--- src/rtl/ptm_pkg.sv ---
// types and constants of the page table manager
`timescale 1ns / 1ps
package ptm_pkg;

  localparam int DIR_ENTRIES   = 1024;
  localparam int TABLE_ENTRIES = 1024;
  localparam int SLOT_W  = $clog2(DIR_ENTRIES);
  localparam int IDX_W   = $clog2(TABLE_ENTRIES);
  localparam int OFF_W   = 12;
  localparam int FRAME_W = 20;
  localparam int FLAG_W  = 12;
  localparam int ENT_W   = 32;
  localparam int ADDR_W  = 32;
  localparam int REQ_W   = 3;
  localparam int STAT_W  = 2;
  localparam int DIR_W   = FRAME_W + 1;
  localparam int EADDR_W = SLOT_W + IDX_W;

  localparam logic [SLOT_W-1:0] RESERVED_SLOT = SLOT_W'(DIR_ENTRIES - 1);
  localparam logic [SLOT_W-1:0] LAST_SLOT     = SLOT_W'(DIR_ENTRIES - 1);
  localparam logic [IDX_W-1:0]  LAST_IDX      = IDX_W'(TABLE_ENTRIES - 1);

  localparam logic [REQ_W-1:0] REQ_MAP   = 3'd0;
  localparam logic [REQ_W-1:0] REQ_UNMAP = 3'd1;
  localparam logic [REQ_W-1:0] REQ_SET   = 3'd2;
  localparam logic [REQ_W-1:0] REQ_CLR   = 3'd3;
  localparam logic [REQ_W-1:0] REQ_GET   = 3'd4;
  localparam logic [REQ_W-1:0] REQ_XLATE = 3'd5;

  localparam logic [STAT_W-1:0] ST_OK       = 2'd0;
  localparam logic [STAT_W-1:0] ST_MAPPED   = 2'd1;
  localparam logic [STAT_W-1:0] ST_RESERVED = 2'd2;
  localparam logic [STAT_W-1:0] ST_ABSENT   = 2'd3;

  localparam logic [ENT_W-1:0]  ENT_WRITE_ONLY = 32'h0000_0002;
  localparam logic [FLAG_W-1:0] ENT_MAPPED_LOW = 12'h003;

  typedef struct packed {
    logic [REQ_W-1:0]   req;
    logic               ignore;
    logic               reserved;
    logic [SLOT_W-1:0]  slot;
    logic [IDX_W-1:0]   idx;
    logic [OFF_W-1:0]   off;
    logic [FRAME_W-1:0] pa_frame;
    logic [FLAG_W-1:0]  flags;
    logic [FRAME_W-1:0] tf;
  } cmd_t;

  typedef struct packed {
    logic [STAT_W-1:0]  status;
    logic [ADDR_W-1:0]  phys_addr;
    logic [FLAG_W-1:0]  page_flags;
    logic               table_allocated;
    logic               frame_freed;
    logic [FRAME_W-1:0] freed_frame;
    logic               tlb_flush;
  } res_t;

endpackage

--- src/rtl/ptm_ifs.sv ---
// request and result channel interfaces
`timescale 1ns / 1ps
interface ptm_in_if;
  logic                         valid;
  logic                         ready;
  logic [ptm_pkg::REQ_W-1:0]    req_type;
  logic [ptm_pkg::ADDR_W-1:0]   vaddr;
  logic [ptm_pkg::ADDR_W-1:0]   paddr;
  logic [ptm_pkg::FLAG_W-1:0]   flags;
  logic [ptm_pkg::FRAME_W-1:0]  table_frame;
  modport source (output valid, req_type, vaddr, paddr, flags, table_frame, input ready);
  modport sink   (input valid, req_type, vaddr, paddr, flags, table_frame, output ready);
endinterface


--- src/rtl/ptm_front.sv ---
// request decode and two-entry command queue
`timescale 1ns / 1ps
module ptm_front (
  input  logic          clk,
  input  logic          rst_n,
  input  logic          init_done,
  ptm_in_if.sink        in_req,
  output ptm_pkg::cmd_t q_cmd,
  output logic          q_valid,
  input  logic          q_pop
);

  ptm_pkg::cmd_t q_mem_r [2];
  logic       wr_ptr_r, wr_ptr_nxt;
  logic       rd_ptr_r, rd_ptr_nxt;
  logic [1:0] cnt_r, cnt_nxt;
  logic       push, pop;
  ptm_pkg::cmd_t dec;

  assign in_req.ready = init_done && (cnt_r != 2'd2);
  assign q_valid      = (cnt_r != 2'd0);
  assign q_cmd        = q_mem_r[rd_ptr_r];
  assign push         = in_req.valid && in_req.ready;
  assign pop          = q_pop && q_valid;

  always_comb begin
    dec.req      = in_req.req_type;
    dec.ignore   = (in_req.req_type > ptm_pkg::REQ_XLATE);
    dec.slot     = in_req.vaddr[31:22];
    dec.reserved = (in_req.vaddr[31:22] == ptm_pkg::RESERVED_SLOT);
    dec.idx      = in_req.vaddr[21:12];
    dec.off      = in_req.vaddr[11:0];
    dec.pa_frame = in_req.paddr[31:12];
    dec.flags    = in_req.flags;
    dec.tf       = in_req.table_frame;
  end

  always_comb begin
    wr_ptr_nxt = push ? ~wr_ptr_r : wr_ptr_r;
    rd_ptr_nxt = pop ? ~rd_ptr_r : rd_ptr_r;
    cnt_nxt    = cnt_r + {1'b0, push} - {1'b0, pop};
  end

  always_ff @(posedge clk) begin
    if (!rst_n) begin
      wr_ptr_r <= 1'b0;
      rd_ptr_r <= 1'b0;
      cnt_r    <= 2'd0;
    end else begin
      wr_ptr_r <= wr_ptr_nxt;
      rd_ptr_r <= rd_ptr_nxt;
      cnt_r    <= cnt_nxt;
    end
  end

  always_ff @(posedge clk) begin
    if (push) begin
      q_mem_r[wr_ptr_r] <= dec;
    end
  end

endmodule

--- src/flat_wrapper.sv ---
// flat-port wrapper written by rule: the top's interface ports become plain ports
module ptm_front_flat 
  (clk, rst_n, init_done, q_cmd, q_valid, q_pop, in_req_valid, in_req_req_type, in_req_vaddr, in_req_paddr, in_req_flags, in_req_table_frame, in_req_ready);
  ptm_in_if in_req_i ();
  input  logic clk;
  input  logic rst_n;
  input  logic init_done;
  output ptm_pkg::cmd_t q_cmd;
  output logic q_valid;
  input  logic q_pop;
  input wire logic [$bits(in_req_i.valid)-1:0] in_req_valid;
  input wire logic [$bits(in_req_i.req_type)-1:0] in_req_req_type;
  input wire logic [$bits(in_req_i.vaddr)-1:0] in_req_vaddr;
  input wire logic [$bits(in_req_i.paddr)-1:0] in_req_paddr;
  input wire logic [$bits(in_req_i.flags)-1:0] in_req_flags;
  input wire logic [$bits(in_req_i.table_frame)-1:0] in_req_table_frame;
  output wire logic [$bits(in_req_i.ready)-1:0] in_req_ready;
  assign in_req_i.valid = in_req_valid;
  assign in_req_i.req_type = in_req_req_type;
  assign in_req_i.vaddr = in_req_vaddr;
  assign in_req_i.paddr = in_req_paddr;
  assign in_req_i.flags = in_req_flags;
  assign in_req_i.table_frame = in_req_table_frame;
  assign in_req_ready = in_req_i.ready;
  ptm_front u_core (.clk(clk), .rst_n(rst_n), .init_done(init_done), .in_req(in_req_i), .q_cmd(q_cmd), .q_valid(q_valid), .q_pop(q_pop));
endmodule
--- config.mk ---
export PLATFORM = sky130hd
export DESIGN_NAME = ptm_front_flat
export DESIGN_NICKNAME = d
export VERILOG_FILES = /design/src/rtl/ptm_pkg.sv /design/src/rtl/ptm_ifs.sv /design/src/rtl/ptm_front.sv /design/src/flat_wrapper.sv
export SDC_FILE = /design/constraint.sdc
export NUM_CORES = 1
export LEC_CHECK = 0
export ABC_AREA = 0
export BUFFER_PORTS_ARGS = -buffer_cell sky130_fd_sc_hd__buf_2
export CAP_MARGIN = 10
export CORE_AREA = 2 2 149 151
export DETAILED_ROUTE_END_ITERATION = 12
export DIE_AREA = 0 0 151 153
export SLEW_MARGIN = 20
export SYNTH_ARGS = -nofsm -noshare
export SYNTH_HDL_FRONTEND = slang
export SYNTH_SLANG_ARGS = --single-unit
--- constraint.sdc ---
create_clock -name clk -period 12.54 [get_ports clk]
set_input_delay 2.508 -clock clk [delete_from_list [all_inputs] [get_ports clk]]
set_output_delay 2.508 -clock clk [all_outputs]
set_load 0.05 [all_outputs]
==> results of run 1 <==
## kinds of logic (layout without fill, tap and decap cells)
| group | count (synthesis) | count (layout) | synth area share (%) |
|---|---|---|---|
| other cells | 0 | 2 | 0 |
| buf+inv | 12 | 217 | 1.13 |
| mux | 90 | 90 | 15.6 |
| simple gates | 17 | 17 | 1.49 |
| compound gates | 1 | 1 | 0.112 |
| fa+ha+maj | 2 | 2 | 0.372 |
| flops | 183 | 183 | 80.9 |
| xor+xnor | 3 | 3 | 0.390 |
## synthesized netlist by cell type (all sizes together), types with 2 or more instances
master	instances	area share (%)
mux2	89	15
dfxtp	5	1.5
and2	5	0.46
nor2b	3	0.28
buf	10	1.0
xnor2	3	0.39
inv	2	0.11
nand2b	2	0.19
ha	2	0.37
nand4	2	0.19
nand2	2	0.11
edfxtp	178	79
## flip-flops by register name (all words and copies together) (netlist names), named ones only
| signal | cells |
|---|---|
| u_core.q_mem_r | 178 |
| u_core.cnt_r | 2 |
| u_core.rd_ptr_r | 1 |
| u_core.wr_ptr_r | 1 |
## cell usage in the layout (no fill, tap or decap), types with 3 or more instances in the layout
master,synthesis,layout
and2_1,5,4
buf_2,7,182
buf_4,0,3
clkbuf_16,0,17
clkinv_1,0,3
clkinv_2,0,4
dfxtp_1,5,4
edfxtp_1,178,178
inv_6,0,4
mux2_2,79,79
mux2_4,10,10
xnor2_1,3,3
## final cells by class
| type | instances | area share (%) |
|---|---|---|
| Tap cell | 280 | 4.12 |
| Clock inverter | 13 | 1.22 |
| Inverter | 2 | 0.0884 |
| Sequential cell | 183 | 64.2 |
| Clock buffer | 17 | 5.01 |
| Antenna cell | 2 | 0.0589 |
| Multi-Input combinational cell | 113 | 14.3 |
| Timing Repair Buffer | 185 | 11.0 |
## stage by stage
step	hold slack (ps)	area, um2
4_1_cts	547	8490
3_5_place_dp	534	7960
3_3_place_gp	499	7960
5_1_grt	582	8490
2_1_floorplan	451	6730
6_report	534	8490
## worst max-delay path, stage by stage
cell	delay (ps)
buf_2	90
and2_1	110
buf_2	250
## worst max path at each step
| stage | startpoint | end | slack, ps |
|---|---|---|---|
| after floorplan | in_req_valid | u_core.q_mem_r[0][0] | 5330 |
| after global placement | init_done | in_req_ready | 7080 |
| after detailed placement | init_done | in_req_ready | 7080 |
| after CTS | init_done | in_req_ready | 7070 |
| after global routing | init_done | in_req_ready | 7060 |
| final | init_done | in_req_ready | 7060 |
## per-layer routing
metal	share of wire, %	vias up	GRT usage (%)
met5	0	-	0
met4	1.5	0	4.45
met3	5.9	10	4.33
met2	52	97	19.8
met1	40	1687	12.2
li1	-	1601	-
## power by group
| part | total (mW) | leakage [nW] | switching, mW | internal, mW |
|---|---|---|---|---|
| Combinational | 0.583 | 1.17 | 0.413 | 0.170 |
| Clock | 0.491 | 0.262 | 0.221 | 0.270 |
| Sequential | 0.748 | 1.67 | 0.0195 | 0.728 |
==> flow_summary_export.csv, run 1 <==
group,metric,value,unit
clocking,cts_tree,"built",
layout,finish.utilization,39.5,%
placed_design,dp_hpwl,8.30,mm
min_path,hold_class,"reg2reg",
placed_design,gp_congestion,0.680,
min_path,min_from,"u_core.wr_ptr_r",
clocking,clockRootBuffer,"clkbuf_16",
die,initial_core_util,31.3,%
yosys,yosys_most_used_dff,"edfxtp_1",
yosys,syn_area,0.00673,mm2
worst_setup_path,worstRegToRegCells,4,
run,drv_cap,0,
yosys,syn_nets,414,
placed_design,dp_slack,7080,ps
layout,stdcell_count,795,
drt,ant_nets,0,
layout,final-seq-area,0.00545,mm2
die,dieArea,0.0231,mm2
layout,fill_cells,2007,
timing,rsz0062_at_grt,"false",
die,coreArea,0.0215,mm2
die,ios,195,
pwr,p_total,1.82,mW
timing,fin_skew,7.14,ps
clocking,cts_hold_buf,0,
die,fp-row-count,54,
drt,drt_wl_total,12.7,mm
worst_setup_path,cp.required,10030,ps
die,fp.dieW,151,um
worst_setup_path,r2r-end,"u_core.q_mem_r[0][88]",
outcome,status,"completed",
clocking,cts_setup_buffers,0,
yosys,async_flop_share,0,%
yosys,synth_cells,308,
timing,period_share,43.7,%
worst_setup_path,crit_path_end_kind,"output port",
global_routing,antenna_found_initial,2,
drt,firstDrtPassIters,4,
layout,area_delta_synth_final,26.2,%
worst_setup_path,critPathLaunchType,"input pin",
timing,setup_slack,7060,ps
layout,fin_nets,608,
min_path,holdPathStages,2,
drt,drc_errors,0,
pwr,p_per_area,215,mW/mm2
timing,max_freq,183,MHz
drt,avgRoutedWirePerCell,16.0,um
layout,multi_input_area,0.00122,mm2
pwr,p_leak,3.11,nW
worst_setup_path,arrival,2970,ps
timing,slew_viol_final,0,
clocking,cts.sinks,183,
global_routing,grt_overflow,0,
placed_design,port-buffer-count,182,
timing,tns,0,ps
timing,worst_pin_slew,1050,ps
drt,drt_iter0_drc,151,
timing,hold_viol,0,
layout,drive_gt1_share,59.5,%
yosys,ys_seq_area_share,80.9,%
worst_setup_path,r2r_slack,9710,ps
yosys,yosysWarnings,0,
timing,slew_headroom,29.7,%
clocking,cts_resized,0,
clocking,clk_pin_slew_worst_paths,60,ps
pwr,ir_drop,0.126,mV
worst_setup_path,worst-path-max-fanout,2,
global_routing,grt_pass1_wl,19.7,mm
clocking,cts_buffer_depth,2,
yosys,syn_area_per_cell,21.9,um2
timing,finalSetupViolCount,0,
worst_setup_path,r2r-start,"u_core.cnt_r[0]",
yosys,synth_edf_count,178,
clocking,h-tree-depth,4,
global_routing,grt_pass1_vias,3749,
clocking,cts_buffers,17,
yosys,yosysUniqueCellTypes,19,
clocking,insertion_delay,420,ps
min_path,whs_endpoint,"u_core.wr_ptr_r",
drt,via_count,3395,
die,die_y,153,um
placed_design,dp_cells,763,
timing,period_minus_slack,5480,ps
global_routing,track_usage,11.3,%
global_routing,grt_max_degree,75,
yosys,ys_ff_latch,183,
drt,via_per_inst,4.27,
worst_setup_path,worstSetupPathType,"in2out",
Power figures use the tool's default switching activity.
==> run 2, diff against run 1 <==
==> constraint.sdc (replaced) <==
create_clock -name clk -period 5.05 [get_ports clk]
set_input_delay 1.01 -clock clk [delete_from_list [all_inputs] [get_ports clk]]
set_output_delay 1.01 -clock clk [all_outputs]
set_load 0.05 [all_outputs]
==> flow_summary_export.csv, run 2 (same netlist as run 1, synthesis figures left out) <==
group,metric,value,unit
timing,rsz0062_at_grt,"false",
drt,drt_iter0_drc,149,
clocking,clockRootBuffer,"clkbuf_16",
timing,period_minus_slack,3050,ps
layout,regMostFlops,"u_core.q_mem_r",
layout,fin_area,0.00861,mm2
worst_setup_path,crit_path_end_kind,"output port",
worst_setup_path,worstRegToRegCells,4,
clocking,h-tree-depth,4,
layout,final_cell_mix,"buf_2 (182), edfxtp_1 (178), mux2_2 (79), clkbuf_16 (17), mux2_4 (10)",
layout,fill_cells,1989,
min_path,min_from,"u_core.wr_ptr_r",
die,fp.dieW,151,um
drt,avgRoutedWirePerCell,15.6,um
clocking,cts_tree,"built",
global_routing,track_usage,10.9,%
worst_setup_path,r2r_slack,2650,ps
clocking,cts_resized,0,
timing,worst_pin_slew,1010,ps
clocking,cts_buffers,17,
die,dieArea,0.0231,mm2
clocking,cts.sinks,183,
layout,diodes,0,
layout,final-seq-area,0.00545,mm2
timing,finalSetupViolCount,0,
worst_setup_path,worst-path-max-fanout,44,
min_path,hold_class,"reg2reg",
worst_setup_path,worstSetupPathType,"reg2out",
global_routing,grt_pass1_vias,3724,
layout,fin_nets,610,
layout,drive_gt1_share,60.0,%
timing,slew_headroom,32.8,%
drt,firstDrtPassIters,4,
layout,reg_top3,"u_core.q_mem_r x178, u_core.cnt_r x2",
clocking,cts_setup_buffers,0,
die,ios,195,
clocking,clk_pin_slew_worst_paths,70,ps
placed_design,placed_area,0.00797,mm2
timing,max_freq,328,MHz
outcome,status,"completed",
worst_setup_path,cp.required,4040,ps
drt,drt_wl_total,12.4,mm
worst_setup_path,arrival,2040,ps
placed_design,port-buffer-count,182,
timing,fin_skew,14.3,ps
placed_design,gp_congestion,0.693,
drt,ant_nets,0,
timing,slew_viol_final,0,
pwr,p_leak,3.16,nW
worst_setup_path,r2r-start,"u_core.cnt_r[0]",
global_routing,grt_pass1_wl,18.9,mm
pwr,p_per_area,545,mW/mm2
die,coreArea,0.0215,mm2
worst_setup_path,r2r-end,"u_core.q_mem_r[1][33]",
die,fp-row-count,54,
global_routing,grt_max_degree,79,
clocking,cts_buffer_depth,2,
worst_setup_path,critPathLaunchType,"register",
drt,via_per_inst,4.31,
layout,final_common_cell,"buf_2",
min_path,whs_endpoint,"u_core.wr_ptr_r",
layout,multi_input_area,0.00122,mm2
run,drv_cap,0,
drt,via_count,3437,
global_routing,grt_overflow,0,
layout,area_delta_synth_final,28.0,%
clocking,cts_hold_buf,0,
layout,largest_register_ffs,178,
timing,tns,0,ps
timing,hold_viol,0,
clocking,insertion_delay,420,ps
global_routing,antenna_found_initial,0,
drt,drc_errors,0,
pwr,ir_drop,0.251,mV
min_path,holdPathStages,2,
placed_design,dp_hpwl,8.04,mm
die,initial_core_util,31.3,%
timing,period_share,60.4,%
die,die_y,153,um
## run 2: cell count changes in the layout (fill, tap and decap cells not counted), sizes merged
| cell | change |
|---|---|
| clkbuf | +6 |
| clkinv | -5 |
| buf | +2 |
| bufinv | +2 |
| diode | -2 |
| inv | -1 |
## run 2: worst max path at each step
stage                            start                   end  cells after the start
after detailed placement      register             q_cmd[88]                      3
after CTS                     register             q_cmd[88]                      3
after floorplan           in_req_valid  u_core.q_mem_r[0][0]                      2
final                         register             q_cmd[30]                      3
after global placement        register              q_cmd[0]                      3
after global routing          register             q_cmd[30]                      3
## run 2: final cells by class
class	count	share of cell area, %
Tap cell	280	4.07
Multi-Input combinational cell	113	14.2
Inverter	2	0.0872
Clock buffer	23	5.67
Timing Repair Buffer	187	11.2
Sequential cell	183	63.3
Clock inverter	9	1.60
## run 2: power by group
group	total (mW)	internal, mW	switching, mW	leakage (nW)
clock network	1.38	0.838	0.544	0.305
registers	1.88	1.81	0.0716	1.67
logic	1.44	0.431	1.01	1.18
## run 2: stage by stage
step | total power [mW] | setup WS [ps] | hold WS (ps) | instances | utilization (%)
2_1_floorplan | 3.06 | 1040 | 462 | 308 | -
3_3_place_gp | 3.34 | 1980 | 498 | 764 | 37.1
3_5_place_dp | 3.36 | 1960 | 520 | 764 | 37.1
4_1_cts | 4.76 | 1480 | 530 | 796 | 40.0
5_1_grt | 4.90 | 1860 | 575 | 797 | 40.1
6_report | 4.70 | 2000 | 524 | 797 | 40.1
## run 2: worst max-delay path: stages (launching register included)
cell and delay (ps):
dfxtp_4 680, buf_12 300, mux2_2 380, buf_2 210
## run 2: metal layers
layer  wire length [um]  vias to the layer above  track usage (%)
met5                  0                        -                0
met4                125                        0             3.92
met3                938                       10             4.42
met2               6200                      117             18.7
met1               5160                     1707             12.1
li1                   -                     1603                -
